**config.mk**
```make
export PLATFORM = sky130hd
export DESIGN_NAME = modal_cab_impulse_sample_core
export DESIGN_NICKNAME = d
export VERILOG_FILES = /design/src/mcis_pkg.sv /design/src/mcis_div.sv /design/src/modal_cab_impulse_sample_core.sv
export SDC_FILE = /design/constraint.sdc
export NUM_CORES = 2
export LEC_CHECK = 0
export BUFFER_PORTS_ARGS = -buffer_cell sky130_fd_sc_hd__buf_2
export CORE_AREA = 8 8 360 362
export DETAILED_ROUTE_END_ITERATION = 8
export DIE_AREA = 0 0 368 370
export PLACE_DENSITY = 0.59
export RECOVER_POWER = 25
export SLEW_MARGIN = 20
export SYNTH_ARGS = -nofsm -noshare
export SYNTH_HDL_FRONTEND = slang
export SYNTH_SLANG_ARGS = --single-unit
```
**constraint.sdc**
```tcl
create_clock -name clk -period 31 [get_ports clk]
set_input_delay 6.2 -clock clk [delete_from_list [all_inputs] [get_ports clk]]
set_output_delay 6.2 -clock clk [all_outputs]
set_load 0.005 [all_outputs]
```
**src/mcis_pkg.sv**
```systemverilog
// ----------------------------------------------------------------------------
// mcis_pkg: shared types and constants for the modal cab impulse sample core
// Mode tables, sequencer states, divider request and fixed-point constants.
// ----------------------------------------------------------------------------
package mcis_pkg;

  // Divider and multiplier widths
  localparam int DIV_DW      = 52;
  localparam int DIV_SW      = 34;
  localparam int MUL_AW      = 37;
  localparam int MUL_BW      = 20;
  localparam int MUL_PW      = MUL_AW + MUL_BW;
  localparam int ACC_W       = 22;
  localparam int TABLE_SLOTS = 9;

  // Configuration register indexes
  localparam logic [2:0] CFG_CAB_TYPE     = 3'd0;
  localparam logic [2:0] CFG_POSITION     = 3'd1;
  localparam logic [2:0] CFG_PHASE_OFFSET = 3'd2;
  localparam logic [2:0] CFG_SAMPLE_DELAY = 3'd3;
  localparam logic [2:0] CFG_LENGTH       = 3'd4;
  localparam logic [2:0] CFG_SAMPLE_RATE  = 3'd5;

  // Sample rate clamp
  localparam logic [17:0] FS_MIN = 18'd8000;
  localparam logic [17:0] FS_MAX = 18'd192000;

  // 1e6 * log2(e) in Q16, scaled for microsecond tau
  localparam logic [MUL_AW-1:0] DECAY_K = 37'd94548000000;

  // Rounded-up reciprocals; exact over the clamped rate and length ranges
  localparam logic [MUL_BW-1:0] RCP_1000 = 20'd268436;  // 2^28 / 1000
  localparam logic [MUL_BW-1:0] RCP_100  = 20'd167773;  // 2^24 / 100
  localparam logic [MUL_BW-1:0] RCP_10   = 20'd26215;   // 2^18 / 10

  // Mode table entry; ew is the precomputed edge weight of the mode frequency
  typedef struct packed {
    logic [12:0] freq;
    logic [14:0] amp;
    logic [15:0] tau;
    logic [16:0] ew;
  } mode_entry_t;

  localparam mode_entry_t MODE_TABLE [4][TABLE_SLOTS] = '{
    '{ '{13'd100, 15'd18022, 16'd30000, 17'd0},
       '{13'd180, 15'd11469, 16'd25000, 17'd0},
       '{13'd400, 15'd8192,  16'd20000, 17'd3276},
       '{13'd800, 15'd7209,  16'd16000, 17'd16384},
       '{13'd1200, 15'd6554, 16'd14000, 17'd29491},
       '{13'd2500, 15'd18022, 16'd12000, 17'd65536},
       '{13'd3200, 15'd16384, 16'd10000, 17'd65536},
       '{13'd4000, 15'd11469, 16'd8000,  17'd65536},
       '{13'd4800, 15'd7209,  16'd6000,  17'd65536} },
    '{ '{13'd90,  15'd16384, 16'd45000, 17'd0},
       '{13'd160, 15'd13107, 16'd40000, 17'd0},
       '{13'd350, 15'd9830,  16'd35000, 17'd1638},
       '{13'd600, 15'd14746, 16'd30000, 17'd9830},
       '{13'd850, 15'd11469, 16'd25000, 17'd18022},
       '{13'd1800, 15'd9830, 16'd18000, 17'd49152},
       '{13'd2800, 15'd9175, 16'd14000, 17'd65536},
       '{13'd3500, 15'd4915, 16'd10000, 17'd65536},
       '{13'd0,    15'd0,    16'd1,     17'd0} },
    '{ '{13'd110, 15'd9830,  16'd18000, 17'd0},
       '{13'd220, 15'd7209,  16'd16000, 17'd0},
       '{13'd500, 15'd6554,  16'd14000, 17'd6553},
       '{13'd900, 15'd5898,  16'd12000, 17'd19660},
       '{13'd1500, 15'd8192, 16'd10000, 17'd39321},
       '{13'd2800, 15'd13107, 16'd10000, 17'd65536},
       '{13'd3800, 15'd12452, 16'd9000,  17'd65536},
       '{13'd5200, 15'd9830,  16'd7000,  17'd65536},
       '{13'd0,    15'd0,     16'd1,     17'd0} },
    '{ '{13'd120, 15'd13107, 16'd22000, 17'd0},
       '{13'd260, 15'd16384, 16'd28000, 17'd0},
       '{13'd450, 15'd11469, 16'd20000, 17'd4915},
       '{13'd700, 15'd8192,  16'd16000, 17'd13107},
       '{13'd1400, 15'd7209, 16'd12000, 17'd36044},
       '{13'd2200, 15'd9830, 16'd10000, 17'd62259},
       '{13'd3000, 15'd6554, 16'd8000,  17'd65536},
       '{13'd0,    15'd0,    16'd1,     17'd0},
       '{13'd0,    15'd0,    16'd1,     17'd0} }
  };

  localparam logic [3:0] MODE_COUNT [4] = '{4'd9, 4'd8, 4'd8, 4'd7};

  // Sequencer states
  typedef enum logic [5:0] {
    ST_IDLE, ST_CHECK, ST_KD,
    ST_ALEN, ST_ALEN_W, ST_FLEN, ST_FLEN_W, ST_FS100, ST_FS100_W,
    ST_M_FK, ST_M_PH, ST_M_PH_W,
    ST_S1, ST_S2, ST_S3, ST_S4, ST_S5,
    ST_W2, ST_W3, ST_W4,
    ST_D_DIV, ST_D_W, ST_D2, ST_D3, ST_D4, ST_D5,
    ST_A_CHK, ST_A_W, ST_A2, ST_A3,
    ST_F_CHK, ST_F_W, ST_F2,
    ST_OUT
  } state_t;

  // Request to the shared divider
  typedef struct packed {
    logic              start;
    logic [5:0]        steps;
    logic [DIV_DW-1:0] dvd;
    logic [DIV_SW-1:0] dvs;
  } div_req_t;

endpackage

```
**src/mcis_div.sv**
```systemverilog
// ----------------------------------------------------------------------------
// mcis_div: shared restoring divider
// One quotient bit per cycle; the dividend arrives left-aligned with the
// number of significant bits in steps. done pulses with the quotient.
// ----------------------------------------------------------------------------
module mcis_div (
  input  logic                          clk,
  input  logic                          rst_n,
  input  mcis_pkg::div_req_t            req,
  output logic                          done,
  output logic [mcis_pkg::DIV_DW-1:0]   quo
);
  import mcis_pkg::*;

  logic [DIV_DW-1:0] q_r, q_nxt;
  logic [DIV_SW-1:0] rem_r, rem_nxt;
  logic [DIV_SW-1:0] dvs_r, dvs_nxt;
  logic [5:0]        cnt_r, cnt_nxt;
  logic              run_r, run_nxt;
  logic              done_r, done_nxt;
  logic [DIV_SW:0]   rem_sh;
  logic [DIV_SW:0]   rem_sub;

  // Shift one dividend bit into the remainder and try the subtract
  always_comb begin
    rem_sh   = {rem_r, q_r[DIV_DW-1]};
    rem_sub  = rem_sh - {1'b0, dvs_r};
    q_nxt    = q_r;
    rem_nxt  = rem_r;
    dvs_nxt  = dvs_r;
    cnt_nxt  = cnt_r;
    run_nxt  = run_r;
    done_nxt = 1'b0;
    if (req.start) begin
      q_nxt   = req.dvd;
      rem_nxt = '0;
      dvs_nxt = req.dvs;
      cnt_nxt = req.steps;
      run_nxt = 1'b1;
    end else if (run_r) begin
      if (rem_sh >= {1'b0, dvs_r}) begin
        rem_nxt = rem_sub[DIV_SW-1:0];
        q_nxt   = {q_r[DIV_DW-2:0], 1'b1};
      end else begin
        rem_nxt = rem_sh[DIV_SW-1:0];
        q_nxt   = {q_r[DIV_DW-2:0], 1'b0};
      end
      cnt_nxt = cnt_r - 6'd1;
      if (cnt_r == 6'd1) begin
        run_nxt  = 1'b0;
        done_nxt = 1'b1;
      end
    end
  end

  // Hold control under reset
  always_ff @(posedge clk) begin
    if (!rst_n) begin
      run_r  <= 1'b0;
      done_r <= 1'b0;
      cnt_r  <= '0;
    end else begin
      run_r  <= run_nxt;
      done_r <= done_nxt;
      cnt_r  <= cnt_nxt;
    end
  end

  // Advance datapath
  always_ff @(posedge clk) begin
    q_r   <= q_nxt;
    rem_r <= rem_nxt;
    dvs_r <= dvs_nxt;
  end

  assign done = done_r;
  assign quo  = q_r;

endmodule

```
**src/modal_cab_impulse_sample_core.sv**
```systemverilog
// ----------------------------------------------------------------------------
// modal_cab_impulse_sample_core: modal cabinet impulse response sample
// Sums damped sine modes from a constant table, adds an attack transient
// and applies a tail fade, one requested sample at a time.
// ----------------------------------------------------------------------------
//  channel | ports                                        | handshake
//  --------+----------------------------------------------+-------------------
//  request | start, busy, in_sample_index                 | start & !busy
//  result  | out_strobe, out_sample_value, out_index_valid| strobe, one cycle
//  config  | cfg_valid, cfg_ready, cfg_index, cfg_data    | valid & ready
//
// An index outside the length or before the delay is answered straight from
// the check state. Otherwise a request runs setup, then each mode (up to
// nine) in turn, using the one-bit-per-cycle divider to form each mode's
// phase and decay exponent, then the attack and the fade where they apply.
// busy stays high for the whole request. rst_n is synchronous.
// cfg_ready is always high; results cannot be held off.
// ----------------------------------------------------------------------------
module modal_cab_impulse_sample_core #(
  parameter int MAX_SAMPLES = 16384,
  parameter int MAX_MODES   = 9
) (
  input  logic               clk,
  input  logic               rst_n,
  input  logic               start,
  output logic               busy,
  input  logic [13:0]        in_sample_index,
  output logic               out_strobe,
  output logic signed [19:0] out_sample_value,
  output logic               out_index_valid,
  input  logic               cfg_valid,
  output logic               cfg_ready,
  input  logic [2:0]         cfg_index,
  input  logic [17:0]        cfg_data
);
  import mcis_pkg::*;

  localparam logic [16:0] MAX_S = 17'(MAX_SAMPLES);
  localparam logic [4:0]  MAXM  = 5'(MAX_MODES);

  // Configuration registers
  logic [1:0]  cab_type_r;
  logic [15:0] position_r;
  logic [15:0] phase_offset_r;
  logic [7:0]  sample_delay_r;
  logic [14:0] length_r;
  logic [17:0] sample_rate_r;

  state_t state_r, state_nxt;

  logic [13:0]       n_r, n_nxt;
  logic [13:0]       k_r, k_nxt;
  logic [50:0]       kd_r, kd_nxt;
  logic [14:0]       alen_r, alen_nxt;
  logic [14:0]       flen_r, flen_nxt;
  logic [3:0]        m_r, m_nxt;
  logic [15:0]       ph_r, ph_nxt;
  logic [14:0]       z_r, z_nxt;
  logic [14:0]       z2_r, z2_nxt;
  logic [15:0]       s_r, s_nxt;
  logic              neg_r, neg_nxt;
  logic [15:0]       tmag_r, tmag_nxt;
  logic [15:0]       u_r, u_nxt;
  logic [3:0]        i_r, i_nxt;
  logic signed [ACC_W-1:0] acc_r, acc_nxt;
  logic [MUL_PW-1:0] mul_r;
  logic              strobe_r, strobe_nxt;
  logic [19:0]       sample_r, sample_nxt;
  logic              ivalid_r, ivalid_nxt;

  logic [MUL_AW-1:0] mul_a;
  logic [MUL_BW-1:0] mul_b;
  logic [MUL_PW-1:0] mul_p;
  div_req_t          div_req;
  logic              div_done;
  logic [DIV_DW-1:0] quo;

  logic [14:0] len;
  logic [17:0] fs;
  logic [14:0] len_d;
  logic        idx_ok, pre_delay, mode_last, decay_big, atk_on, fade_on;
  logic [4:0]  mode_cnt;
  mode_entry_t md;
  logic [16:0] pos_c, adiff, fav;
  logic signed [17:0] diff;
  logic [ACC_W-1:0] acc_mag;
  logic [15:0] term;
  logic [14:0] fi;
  logic signed [ACC_W-1:0] term_s;

  // Resolve effective length, rate and per-mode constants
  always_comb begin
    len       = (17'(length_r) > MAX_S) ? MAX_S[14:0] : length_r;
    fs        = (sample_rate_r < FS_MIN) ? FS_MIN :
                (sample_rate_r > FS_MAX) ? FS_MAX : sample_rate_r;
    len_d     = len - 15'(sample_delay_r);
    idx_ok    = {1'b0, n_r} < len;
    pre_delay = n_r < 14'(sample_delay_r);
    mode_cnt  = (5'(MODE_COUNT[cab_type_r]) < MAXM) ? 5'(MODE_COUNT[cab_type_r]) : MAXM;
    mode_last = ({1'b0, m_r} + 5'd1) >= mode_cnt;
    md        = MODE_TABLE[cab_type_r][m_r];
    decay_big = |quo[DIV_DW-1:20];
    atk_on    = {1'b0, k_r} < alen_r;
    fade_on   = (flen_r != 15'd0) && ({1'b0, n_r} >= (len - flen_r));
    fi        = {1'b0, n_r} - (len - flen_r);
    pos_c     = 17'd65536 - {1'b0, position_r};
    diff      = $signed({1'b0, md.ew}) - $signed({1'b0, pos_c});
    adiff     = diff[17] ? 17'(-diff) : diff[16:0];
    fav       = 17'd65536 - adiff;
    acc_mag   = acc_r[ACC_W-1] ? ACC_W'(-acc_r) : ACC_W'(acc_r);
    term      = mul_r[30:15];
    term_s    = $signed({{(ACC_W-16){1'b0}}, term});
  end

  // Shared multiplier
  assign mul_p = MUL_PW'(mul_a) * MUL_PW'(mul_b);

  mcis_div u_div (
    .clk  (clk),
    .rst_n(rst_n),
    .req  (div_req),
    .done (div_done),
    .quo  (quo)
  );

  // Next state
  always_comb begin
    state_nxt = state_r;
    unique case (state_r)
      ST_IDLE:    if (start) state_nxt = ST_CHECK;
      ST_CHECK:   state_nxt = (!idx_ok || pre_delay) ? ST_IDLE : ST_KD;
      ST_KD:      state_nxt = ST_ALEN;
      ST_ALEN:    state_nxt = ST_ALEN_W;
      ST_ALEN_W:  state_nxt = ST_FLEN;
      ST_FLEN:    state_nxt = ST_FLEN_W;
      ST_FLEN_W:  state_nxt = ST_FS100;
      ST_FS100:   state_nxt = ST_FS100_W;
      ST_FS100_W: state_nxt = ST_M_FK;
      ST_M_FK:    state_nxt = ST_M_PH;
      ST_M_PH:    state_nxt = ST_M_PH_W;
      ST_M_PH_W:  if (div_done) state_nxt = ST_S1;
      ST_S1:      state_nxt = ST_S2;
      ST_S2:      state_nxt = ST_S3;
      ST_S3:      state_nxt = ST_S4;
      ST_S4:      state_nxt = ST_S5;
      ST_S5:      state_nxt = ST_W2;
      ST_W2:      state_nxt = ST_W3;
      ST_W3:      state_nxt = ST_W4;
      ST_W4:      state_nxt = ST_D_DIV;
      ST_D_DIV:   state_nxt = ST_D_W;
      ST_D_W: begin
        if (div_done) begin
          if (!decay_big) state_nxt = ST_D2;
          else            state_nxt = mode_last ? ST_A_CHK : ST_M_FK;
        end
      end
      ST_D2:      state_nxt = ST_D3;
      ST_D3:      state_nxt = ST_D4;
      ST_D4:      state_nxt = ST_D5;
      ST_D5:      state_nxt = mode_last ? ST_A_CHK : ST_M_FK;
      ST_A_CHK:   state_nxt = atk_on ? ST_A_W : ST_F_CHK;
      ST_A_W:     if (div_done) state_nxt = ST_A2;
      ST_A2:      state_nxt = ST_A3;
      ST_A3:      state_nxt = ST_F_CHK;
      ST_F_CHK:   state_nxt = fade_on ? ST_F_W : ST_OUT;
      ST_F_W:     if (div_done) state_nxt = ST_F2;
      ST_F2:      state_nxt = ST_OUT;
      ST_OUT:     state_nxt = ST_IDLE;
      default:    state_nxt = ST_IDLE;
    endcase
  end

  // Datapath steps and result
  always_comb begin
    n_nxt      = n_r;
    k_nxt      = k_r;
    kd_nxt     = kd_r;
    alen_nxt   = alen_r;
    flen_nxt   = flen_r;
    m_nxt      = m_r;
    ph_nxt     = ph_r;
    z_nxt      = z_r;
    z2_nxt     = z2_r;
    s_nxt      = s_r;
    neg_nxt    = neg_r;
    tmag_nxt   = tmag_r;
    u_nxt      = u_r;
    i_nxt      = i_r;
    acc_nxt    = acc_r;
    strobe_nxt = 1'b0;
    sample_nxt = sample_r;
    ivalid_nxt = ivalid_r;
    mul_a      = '0;
    mul_b      = '0;
    div_req    = '0;
    unique case (state_r)
      ST_IDLE: if (start) n_nxt = in_sample_index;
      ST_CHECK: begin
        if (!idx_ok) begin
          strobe_nxt = 1'b1;
          sample_nxt = '0;
          ivalid_nxt = 1'b0;
        end else if (pre_delay) begin
          strobe_nxt = 1'b1;
          sample_nxt = '0;
          ivalid_nxt = 1'b1;
        end else begin
          k_nxt   = n_r - 14'(sample_delay_r);
          acc_nxt = '0;
          m_nxt   = '0;
        end
      end
      ST_KD: begin
        mul_a = DECAY_K;
        mul_b = MUL_BW'(k_r);
      end
      ST_ALEN: begin
        // attack length: fs / 1000 by reciprocal
        kd_nxt = mul_r[50:0];
        mul_a  = MUL_AW'(fs);
        mul_b  = RCP_1000;
      end
      ST_ALEN_W: alen_nxt = (mul_r[42:28] < len_d) ? mul_r[42:28] : len_d;
      ST_FLEN: begin
        // fade length: len / 10 by reciprocal
        mul_a = MUL_AW'(len);
        mul_b = RCP_10;
      end
      ST_FLEN_W: flen_nxt = mul_r[32:18];
      ST_FS100: begin
        // fade cap: fs / 100 by reciprocal
        mul_a = MUL_AW'(fs);
        mul_b = RCP_100;
      end
      ST_FS100_W: if (mul_r[38:24] < flen_r) flen_nxt = mul_r[38:24];
      ST_M_FK: begin
        mul_a = MUL_AW'(md.freq);
        mul_b = MUL_BW'(k_r);
      end
      ST_M_PH: begin
        div_req.start = 1'b1;
        div_req.steps = 6'd43;
        div_req.dvd   = {mul_r[26:0], 25'd0};
        div_req.dvs   = {16'd0, fs};
      end
      ST_M_PH_W: if (div_done) ph_nxt = quo[15:0] + phase_offset_r;
      ST_S1: begin
        // fold the phase into the first quadrant
        z_nxt   = ph_r[14] ? (15'd16384 - {1'b0, ph_r[13:0]}) : {1'b0, ph_r[13:0]};
        neg_nxt = ph_r[15];
        mul_a   = MUL_AW'(z_nxt);
        mul_b   = MUL_BW'(z_nxt);
      end
      ST_S2: begin
        z2_nxt = mul_r[28:14];
        mul_a  = MUL_AW'(mul_r[28:14]);
        mul_b  = 20'd2463;
      end
      ST_S3: begin
        mul_a = MUL_AW'(z2_r);
        mul_b = MUL_BW'(15'd21167 - {3'd0, mul_r[25:14]});
      end
      ST_S4: begin
        mul_a = MUL_AW'(z_r);
        mul_b = MUL_BW'(16'd51472 - {1'b0, mul_r[28:14]});
      end
      ST_S5: begin
        s_nxt = mul_r[29:14];
        mul_a = 37'd39322;
        mul_b = MUL_BW'(fav);
      end
      ST_W2: begin
        mul_a = MUL_AW'(md.amp);
        mul_b = MUL_BW'(17'd26214 + mul_r[32:16]);
      end
      ST_W3: begin
        mul_a = MUL_AW'(mul_r[31:16]);
        mul_b = MUL_BW'(s_r);
      end
      ST_W4: begin
        tmag_nxt = mul_r[30:15];
        mul_a    = MUL_AW'(fs);
        mul_b    = MUL_BW'(md.tau);
      end
      ST_D_DIV: begin
        div_req.start = 1'b1;
        div_req.steps = 6'd51;
        div_req.dvd   = {kd_r, 1'b0};
        div_req.dvs   = mul_r[33:0];
      end
      ST_D_W: begin
        if (div_done) begin
          if (decay_big) begin
            // decay underflows: drop the mode
            m_nxt = m_r + 4'd1;
          end else begin
            u_nxt = quo[15:0];
            i_nxt = quo[19:16];
            mul_a = MUL_AW'(quo[15:0]);
            mul_b = 20'd1543;
          end
        end
      end
      ST_D2: begin
        mul_a = MUL_AW'(u_r);
        mul_b = MUL_BW'(13'd7872 - {2'd0, mul_r[26:16]});
      end
      ST_D3: begin
        mul_a = MUL_AW'(u_r);
        mul_b = MUL_BW'(15'd22713 - {2'd0, mul_r[28:16]});
      end
      ST_D4: begin
        mul_a = MUL_AW'(tmag_r);
        mul_b = MUL_BW'((16'd32768 - {1'b0, mul_r[30:16]}) >> i_r);
      end
      ST_D5: begin
        acc_nxt = neg_r ? (acc_r - term_s) : (acc_r + term_s);
        m_nxt   = m_r + 4'd1;
      end
      ST_A_CHK: begin
        if (atk_on) begin
          div_req.start = 1'b1;
          div_req.steps = 6'd30;
          div_req.dvd   = {k_r, 38'd0};
          div_req.dvs   = {19'd0, alen_r};
        end
      end
      ST_A_W: begin
        mul_a = MUL_AW'(17'd65536 - quo[16:0]);
        mul_b = MUL_BW'(17'd65536 - quo[16:0]);
      end
      ST_A2: begin
        mul_a = 37'd42598;
        mul_b = MUL_BW'(mul_r[32:16]);
      end
      ST_A3: acc_nxt = acc_r + $signed({{(ACC_W-16){1'b0}}, mul_r[31:16]});
      ST_F_CHK: begin
        if (fade_on) begin
          div_req.start = 1'b1;
          div_req.steps = 6'd31;
          div_req.dvd   = {fi, 37'd0};
          div_req.dvs   = {19'd0, flen_r};
        end
      end
      ST_F_W: begin
        neg_nxt = acc_r[ACC_W-1];
        mul_a   = MUL_AW'(acc_mag);
        mul_b   = MUL_BW'(17'd65536 - quo[16:0]);
      end
      ST_F2: begin
        acc_nxt = neg_r ? -$signed(mul_r[37:16]) : $signed(mul_r[37:16]);
      end
      ST_OUT: begin
        strobe_nxt = 1'b1;
        ivalid_nxt = 1'b1;
        if (acc_r > 22'sd524287)       sample_nxt = 20'h7FFFF;
        else if (acc_r < -22'sd524288) sample_nxt = 20'h80000;
        else                           sample_nxt = acc_r[19:0];
      end
      default: ;
    endcase
  end

  // Hold control and configuration under reset
  always_ff @(posedge clk) begin
    if (!rst_n) begin
      state_r        <= ST_IDLE;
      strobe_r       <= 1'b0;
      cab_type_r     <= 2'd0;
      position_r     <= 16'd32768;
      phase_offset_r <= 16'd0;
      sample_delay_r <= 8'd0;
      length_r       <= 15'd3840;
      sample_rate_r  <= 18'd48000;
    end else begin
      state_r  <= state_nxt;
      strobe_r <= strobe_nxt;
      if (cfg_valid && cfg_ready) begin
        unique case (cfg_index)
          CFG_CAB_TYPE:     cab_type_r     <= cfg_data[1:0];
          CFG_POSITION:     position_r     <= cfg_data[15:0];
          CFG_PHASE_OFFSET: phase_offset_r <= cfg_data[15:0];
          CFG_SAMPLE_DELAY: sample_delay_r <= cfg_data[7:0];
          CFG_LENGTH:       length_r       <= cfg_data[14:0];
          CFG_SAMPLE_RATE:  sample_rate_r  <= cfg_data;
          default: ;
        endcase
      end
    end
  end

  // Advance datapath
  always_ff @(posedge clk) begin
    n_r      <= n_nxt;
    k_r      <= k_nxt;
    kd_r     <= kd_nxt;
    alen_r   <= alen_nxt;
    flen_r   <= flen_nxt;
    m_r      <= m_nxt;
    ph_r     <= ph_nxt;
    z_r      <= z_nxt;
    z2_r     <= z2_nxt;
    s_r      <= s_nxt;
    neg_r    <= neg_nxt;
    tmag_r   <= tmag_nxt;
    u_r      <= u_nxt;
    i_r      <= i_nxt;
    acc_r    <= acc_nxt;
    mul_r    <= mul_p;
    sample_r <= sample_nxt;
    ivalid_r <= ivalid_nxt;
  end

  assign busy             = (state_r != ST_IDLE);
  assign cfg_ready        = 1'b1;
  assign out_strobe       = strobe_r;
  assign out_sample_value = $signed(sample_r);
  assign out_index_valid  = ivalid_r;

endmodule
```
* Yosys cells after proc, flatten, opt, wreduce, memory -nomap -nowiden *
Index checks and enable logic that the tools add are counted.

operators by class
  add/sub/neg operators = 27
  multipliers = 1
  div/mod/pow operators = 0
  $lt $le $gt $ge = 16
  eq/ne operators = 49
  shift operators = 1
  multiplexer cells = 71
  bitwise operators = 6
  reduce and logical (&&, ||, !) cells = 34

operators with widths
  kind                      number
  $bmux W549 S2             1
  $mux W549                 2
  $pmux W37 S17             1
  $pmux W93 S4              1
  $pmux W20 S18             1
  $bmux W61 S4              1
  $pmux W6 S33              1
  $mux W93                  2
  $mux W61                  2
  $mux W22                  5
  $mux W52                  2
  $eq A6 B5 Y1 const B      16
  $pmux W22 S4              1
  $mux W20                  4
  $mux W15                  4
  $mul A37 B20 Y51          1
  $eq A6 B4 Y1 const B      8
  $mux W6                   8
  $add A22 B17 Y22          2
  $neg A22 Y22              2
  $pmux W20 S2              1
  $mux W18                  2
  $sub A17 B17 Y18 const A  2
  $ge A35 B34 Y1            1
  76 further kinds          134

word-level totals
  bits in registers = 516
  bits in latches = 0
  memory bits (writable) = 0
  bits in read-only memories = 0
  bits of input ports = 39
  output and inout port bits = 24
  word-level logic and storage cells = 237
  memories = 0

* Longest topological paths before layout *
  depth in word-level cells = 13
  gate-level depth with buffers = 52
  mapped depth without buffers = 46

* By module *
Synthesis repeated with hierarchy kept, for this count alone.

unflattened totals
  cells, all modules = 6363
  area total of the unflattened synthesis = 56339.0 µm²

by module, submodules not included
  module                         times used  cells an instance  area an instance (µm²)  seq. area each (µm²)
  modal_cab_impulse_sample_core  1           5664               49180.9                 10319.9
  mcis_div                       1           699                7158.1                  3423.3

* Least setup slack after synthesis *
Ideal clock, no wire load.

  kind = reg2reg
  from = reg m_r[0]
  to = reg mul_r[49]
  library setup time = 0.072 ns
  arrival = 11.711 ns
  required time = 30.928 ns
  slack = 19.217 ns
  stages on the path, launching flop included = 49
  buffers on the path = 4
  clock period less this slack = 11.783 ns
  cell sequence = edfxtp_1 buf_2 inv_1 buf_1 ha_1 a21oi_1 o32a_1 buf_2 ha_1 inv_1 ha_1 nor2_1 a21oi_1 xnor2_1 nand3_1 or3_1 nor3_2 and2_1 (+13 left out) fa_1 inv_1 fa_1 inv_1 ha_1 a21o_1 a21o_1 a21o_1 a21oi_1 o21ai_0 inv_1 a21oi_1 o2111ai_1 a31oi_1 o41a_1 a41o_1 a221oi_1 xnor2_1

between the ends
  cells in the longest elaborated chain, start to end = 10
  elaborated cells on any way between the ends = 11
  those cells by class = add/sub: 3; mul: 1; mux: 6; bitwise: 1

RTL lines
  item                                              RTL line                              source
  from (decl)                                       modal_cab_impulse_sample_core.sv:56   logic [3:0] m_r, m_nxt;
  from (signal assigned)                            modal_cab_impulse_sample_core.sv:399  m_r <= m_nxt;
  $not A4 Y5 (not written as such) (*)              modal_cab_impulse_sample_core.sv:101  md = MODE_TABLE[cab_type_r][m_r];
  $bmux W61 S4 (*)                                  modal_cab_impulse_sample_core.sv:101
  $mux W61 (not written as such) (*) (2 in series)  modal_cab_impulse_sample_core.sv:101
  $sub A17 B17 Y18                                  modal_cab_impulse_sample_core.sv:107  diff = $signed({1'b0, md.ew}) - $signed({1'b0, pos_c});
  $neg A17 Y17                                      modal_cab_impulse_sample_core.sv:108  adiff = diff[17] ? 17'(-diff) : diff[16:0];
  $mux W17                                          modal_cab_impulse_sample_core.sv:108
  $sub A17 B17 Y17                                  modal_cab_impulse_sample_core.sv:109  fav = 17'd65536 - adiff;
  $pmux W20 S18                                     modal_cab_impulse_sample_core.sv:196  unique case (state_r)
  $mul A37 B20 Y51 (*)                              modal_cab_impulse_sample_core.sv:116  assign mul_p = MUL_PW'(mul_a) * MUL_PW'(mul_b);
  net mul_p[49]                                     modal_cab_impulse_sample_core.sv:73   logic [MUL_PW-1:0] mul_p;
  to (signal assigned)                              modal_cab_impulse_sample_core.sv:409  mul_r <= mul_p;
  to (decl)                                         modal_cab_impulse_sample_core.sv:66   logic [MUL_PW-1:0] mul_r;

The timed path passes the listed nets; every way through them passes the cells marked *. The select of a mux whose other input is x is not followed.
A chain may end at the register's enable or synchronous reset.

* Worst setup path in the final report *
  from = reg mul_r[19]
  to = reg mul_r[50]

between the ends
  cells in the longest elaborated chain, start to end = 4
  elaborated cells on any way between the ends = 10
  those cells by class = add/sub: 6; mul: 1; shift: 1; mux: 2

RTL lines
  item                  RTL line                              source
  $sub A16 B15 Y17      modal_cab_impulse_sample_core.sv:314  mul_b = MUL_BW'((16'd32768 - {1'b0, mul_r[30:16]}) >> i_r);
  $shr A20 B4 Y20       modal_cab_impulse_sample_core.sv:314
  $pmux W20 S18         modal_cab_impulse_sample_core.sv:196
  $mul A37 B20 Y51 (*)  modal_cab_impulse_sample_core.sv:116
  net mul_p[50]         modal_cab_impulse_sample_core.sv:73

The timed path passes the listed nets; every way through them passes the cells marked *.

==> reports/summary.md <==
Worst path arrival time: 14.49 ns. Across the run, the number of max-cap violations was 17. The worst flop-to-flop path startpoint was mul_r[19]. The H-tree was split into 2 levels. For this design the static power due to leakage is 26.3 nW. The number of setup buffers added after CTS is 0.

The post-route standard cell area excluding fillers is 0.0607 sq mm, and the highest net fanout along the worst path is 26. The logs give 9 for the number of detailed-routing iterations run before antenna repair and 0.454 for the effective utilization at floorplan. The commonest register cell after synthesis is sky130_fd_sc_hd__edfxtp_1. For this run, the number of Yosys warnings is 0. The fraction of final layout cells with drive strength greater than 1 is 0.0597, and the share of Yosys cell area claimed by the top area cell type is 0.207. The die is 370 um tall.

After legalization and detailed placement, the total HPWL measured 176000 um. The run gives 59 as the clock buffer count from CTS. Counting distinct cell types in the post-synthesis netlist gives 105. Clock latency on the worst-skew pair, taken at its later pin, is 0.69 ns.

The number of clock sinks was 516; the data required time of the worst path was 31.54 ns. Worst-path cell with the longest stage delay: sky130_fd_sc_hd__clkbuf_1. The power per standard cell area came out at 89.6 mW/mm^2. Counting flops with a built-in enable in the synthesized netlist gives 341.

The tools report the startpoint of the worst setup timing path as mul_r[19]. Static timing analysis puts the maximum clock frequency at 71.7 MHz. The run gives 0.323 as the overall track demand over capacity in global routing.

For the core outline area, the log shows 0.124 sq mm. STA classifies the critical path endpoint as a flip-flop. The measured slew at the worst slew-check pin was 2.78 ns; the overall power after layout was 5.44 mW. Sequential-to-total area share from yosys stat: 0.244.

The logs give 17.05 ns for the worst setup margin and 91 for the largest net degree at the start of global routing. For the wire length of the first global-routing pass, the log shows 330000 um. In the routed layout, each cell is associated on average with a via count of 6.15. The number of antenna violations at the first check in global routing is 24, and the area of placed instances is 0.0588 sq mm. 63 I/O pins were placed. The hold-fix buffer count after cts is 0, and the worst-case clock skew is 0.0486 ns.

Most numerous cell on the critical path: sky130_fd_sc_hd__fa_1. The clock tree root buffer cell is sky130_fd_sc_hd__clkbuf_16. Setup repair after global routing left no endpoint under its margin. For this run, design rule violations remaining after detail routing come to 15. The proportion of synthesized flip-flops having asynchronous set or reset works out to 0. The stage delay of the slowest cell on the critical path is 1.65 ns, and the average detailed-routed wire length per instance is 28.2 um. Count of vias placed by the detailed router: 49539. For the setup TNS, the log shows 0 ns.

Summing every instance area after synthesis gives 0.0564 sq mm. The average instance area after synthesis was 8.81 sq um; the weighted congestion at the end of routability-driven global placement was 1.01. The count of placed standard cells in the final layout, fillers left out came out at 8056.

The top cell type by total area after synthesis was sky130_fd_sc_hd__fa_1. Before CTS, the worst setup slack after placement is 17.43 ns. The count of placed standard cells including taps was 7940. The full die area was 0.136 sq mm; the minimum clock period was 13.95 ns. The worst setup path is launched from a flip-flop.

The checks that failed: DRC, capacitance limit, slew limit. The final layout contains 7327 nets. The quantity of I/O buffers inserted on ports was 61. The number of hold violations in the final report is 0. The path class of the lowest-slack min-delay path is flip-flop to flip-flop. The relative slew slack was -0.853; the sum of overflow across all layers after global routing was 0. The logs give 7372 for the total nets after synthesis and 0.488 for the share of the core filled with cells. The antenna violation net count after detailed routing is 0. For the maximum number of buffers from clock root to sink, the log shows 3.

The worst hold path begins at mul_r[43]. TritonCTS built the clock tree. Setup violations remaining at the end of the flow were counted as 0.

The synthesized design contains 516 register bits. Sorting the synthesized cells by area gives the leading types as sky130_fd_sc_hd__fa_1 (21%), sky130_fd_sc_hd__edfxtp_1 (18%), sky130_fd_sc_hd__ha_1 (7.9%). The cell count after synthesis came out at 6396. The die outline width is 368 um, and the clock-pin slew reported for the worst setup and hold paths after clock tree synthesis is 0.06 ns. The final layout contains routed wiring with a total length of 227000 um.

The run finished, with violations left. Number of max-slew violations in the final report: 405. The maximum VDD drop came out at 102 uV. The number of global-route vias before repair was 48959. The run gives 0 as the number of gates resized after CTS. Share of the cycle needed by the critical path after routing: 0.450.

The first routing iteration left 6315 violations. The critical path in this run is classified as flip-flop to flip-flop. The run gives 0.431 ns as the final hold slack. After floorplanning, the core was divided into 130 placement rows. The layout has 11984 filler cells. The area growth from synthesis to layout is 7.67%.
==> cell usage after synthesis, types with 21 or more instances <==
cell type,count
sky130_fd_sc_hd__xor2_1,94
sky130_fd_sc_hd__a222oi_1,47
sky130_fd_sc_hd__a22o_1,29
sky130_fd_sc_hd__a21oi_1,327
sky130_fd_sc_hd__inv_1,895
sky130_fd_sc_hd__edfxtp_1,341
sky130_fd_sc_hd__nand3_1,85
sky130_fd_sc_hd__nand2b_1,77
sky130_fd_sc_hd__a21o_1,97
sky130_fd_sc_hd__o21a_1,62
sky130_fd_sc_hd__mux2i_1,62
sky130_fd_sc_hd__dfxtp_1,175
sky130_fd_sc_hd__nor4_1,40
sky130_fd_sc_hd__a31oi_1,57
sky130_fd_sc_hd__or2_2,35
sky130_fd_sc_hd__ha_1,355
sky130_fd_sc_hd__buf_1,36
sky130_fd_sc_hd__o21ai_1,21
sky130_fd_sc_hd__nor3_1,114
sky130_fd_sc_hd__and2_1,38
sky130_fd_sc_hd__nand2_1,717
sky130_fd_sc_hd__o211ai_1,37
sky130_fd_sc_hd__a221oi_1,38
sky130_fd_sc_hd__or3_1,33
sky130_fd_sc_hd__and3_1,39
sky130_fd_sc_hd__nor2_1,492
sky130_fd_sc_hd__o31ai_1,21
sky130_fd_sc_hd__nand4_1,43
sky130_fd_sc_hd__xnor2_1,228
sky130_fd_sc_hd__a21boi_0,89
sky130_fd_sc_hd__o22ai_1,47
sky130_fd_sc_hd__clkbuf_1,237
sky130_fd_sc_hd__o21ai_0,333
sky130_fd_sc_hd__fa_1,582
sky130_fd_sc_hd__a211oi_1,51
sky130_fd_sc_hd__nor2b_1,76
sky130_fd_sc_hd__a22oi_1,40
==> worst paths after layout <==
path,endpoint,slack [ns],cells past startpoint
worst max-delay path,mul_r[50],17.05,36
worst min-delay path,kd_r[43],0.43,0
worst max register to register,mul_r[50],17.05,36
worst min register to register,kd_r[43],0.43,0
==> critical path: cells and delay by family (launching register included) <==
kind,cells,cell delay (ns)
xor+xnor,1,0.16
mux,2,0.34
fa+ha+maj,9,4.41
compound gates,12,3.89
buf+inv,6,3.12
flops,1,0.31
simple gates,6,1.52
==> power breakdown <==
part           internal, mW  switching, mW  total [mW]  leakage (nW)
logic                  1.25           2.43        3.68          20.8
registers             0.895          0.140        1.04          4.54
clock network         0.404          0.319       0.723         0.959
total                  2.55           2.89        5.44          26.3
==> final cells by class <==
type | instances | area (sq um) | share of cell area
Antenna cell | 6 | 15.0 | 0.000247
Clock buffer | 79 | 1660 | 0.0274
Clock inverter | 31 | 310 | 0.00511
Inverter | 903 | 3390 | 0.0558
Multi-Input combinational cell | 4682 | 38400 | 0.632
Sequential cell | 516 | 13700 | 0.226
Tap cell | 1650 | 2060 | 0.0340
Timing Repair Buffer | 189 | 1150 | 0.0189
==> per-layer routing <==
metal | wire (um) | GRT usage | vias to the layer above
met5 | 123 | 0 | -
met4 | 16100 | 0.187 | 18
met3 | 22800 | 0.0720 | 677
met2 | 103000 | 0.517 | 2632
met1 | 85500 | 0.401 | 24492
li1 | - | - | 21720
==> placed cells by master, fill, tap and decap left out, drive strengths merged, types with 33 or more instances in the layout <==
cell type / instances
ha: 355
a21oi: 328
a22oi: 41
nor2b: 76
o21a: 62
o22ai: 48
dfxtp: 175
a221oi: 41
or2: 40
nand3: 85
a222oi: 47
and3: 39
nand2: 717
nand4: 44
fa: 582
and2: 39
nand2b: 77
clkbuf: 110
nor3: 115
a21o: 97
o211ai: 37
nor4: 42
a21boi: 91
xor2: 95
nor2: 493
edfxtp: 341
a31oi: 59
xnor2: 228
o21ai: 356
buf: 158
mux2i: 62
a211oi: 55
inv: 900
or3: 33
==> sequential cells by signal, summed over array words and instances, names as in the netlist, 18 cells and up <==
signal and flops:
u_div.quo 52, kd_r 51, mul_r 51, u_div.dvs_r 34
u_div.rem_r 34, acc_r 22, out_sample_value 20, sample_rate_r 18
==> cell families after synthesis <==
family,count (synthesis),synth area share
simple gates,1855,0.150
compound gates,1489,0.175
buf+inv,1198,0.0804
fa+ha+maj,939,0.286
flops,516,0.244
xor+xnor,323,0.0503
mux,75,0.0140
other cells,1,0.0000665
No activity file was read; power rests on OpenSTA's default activity.
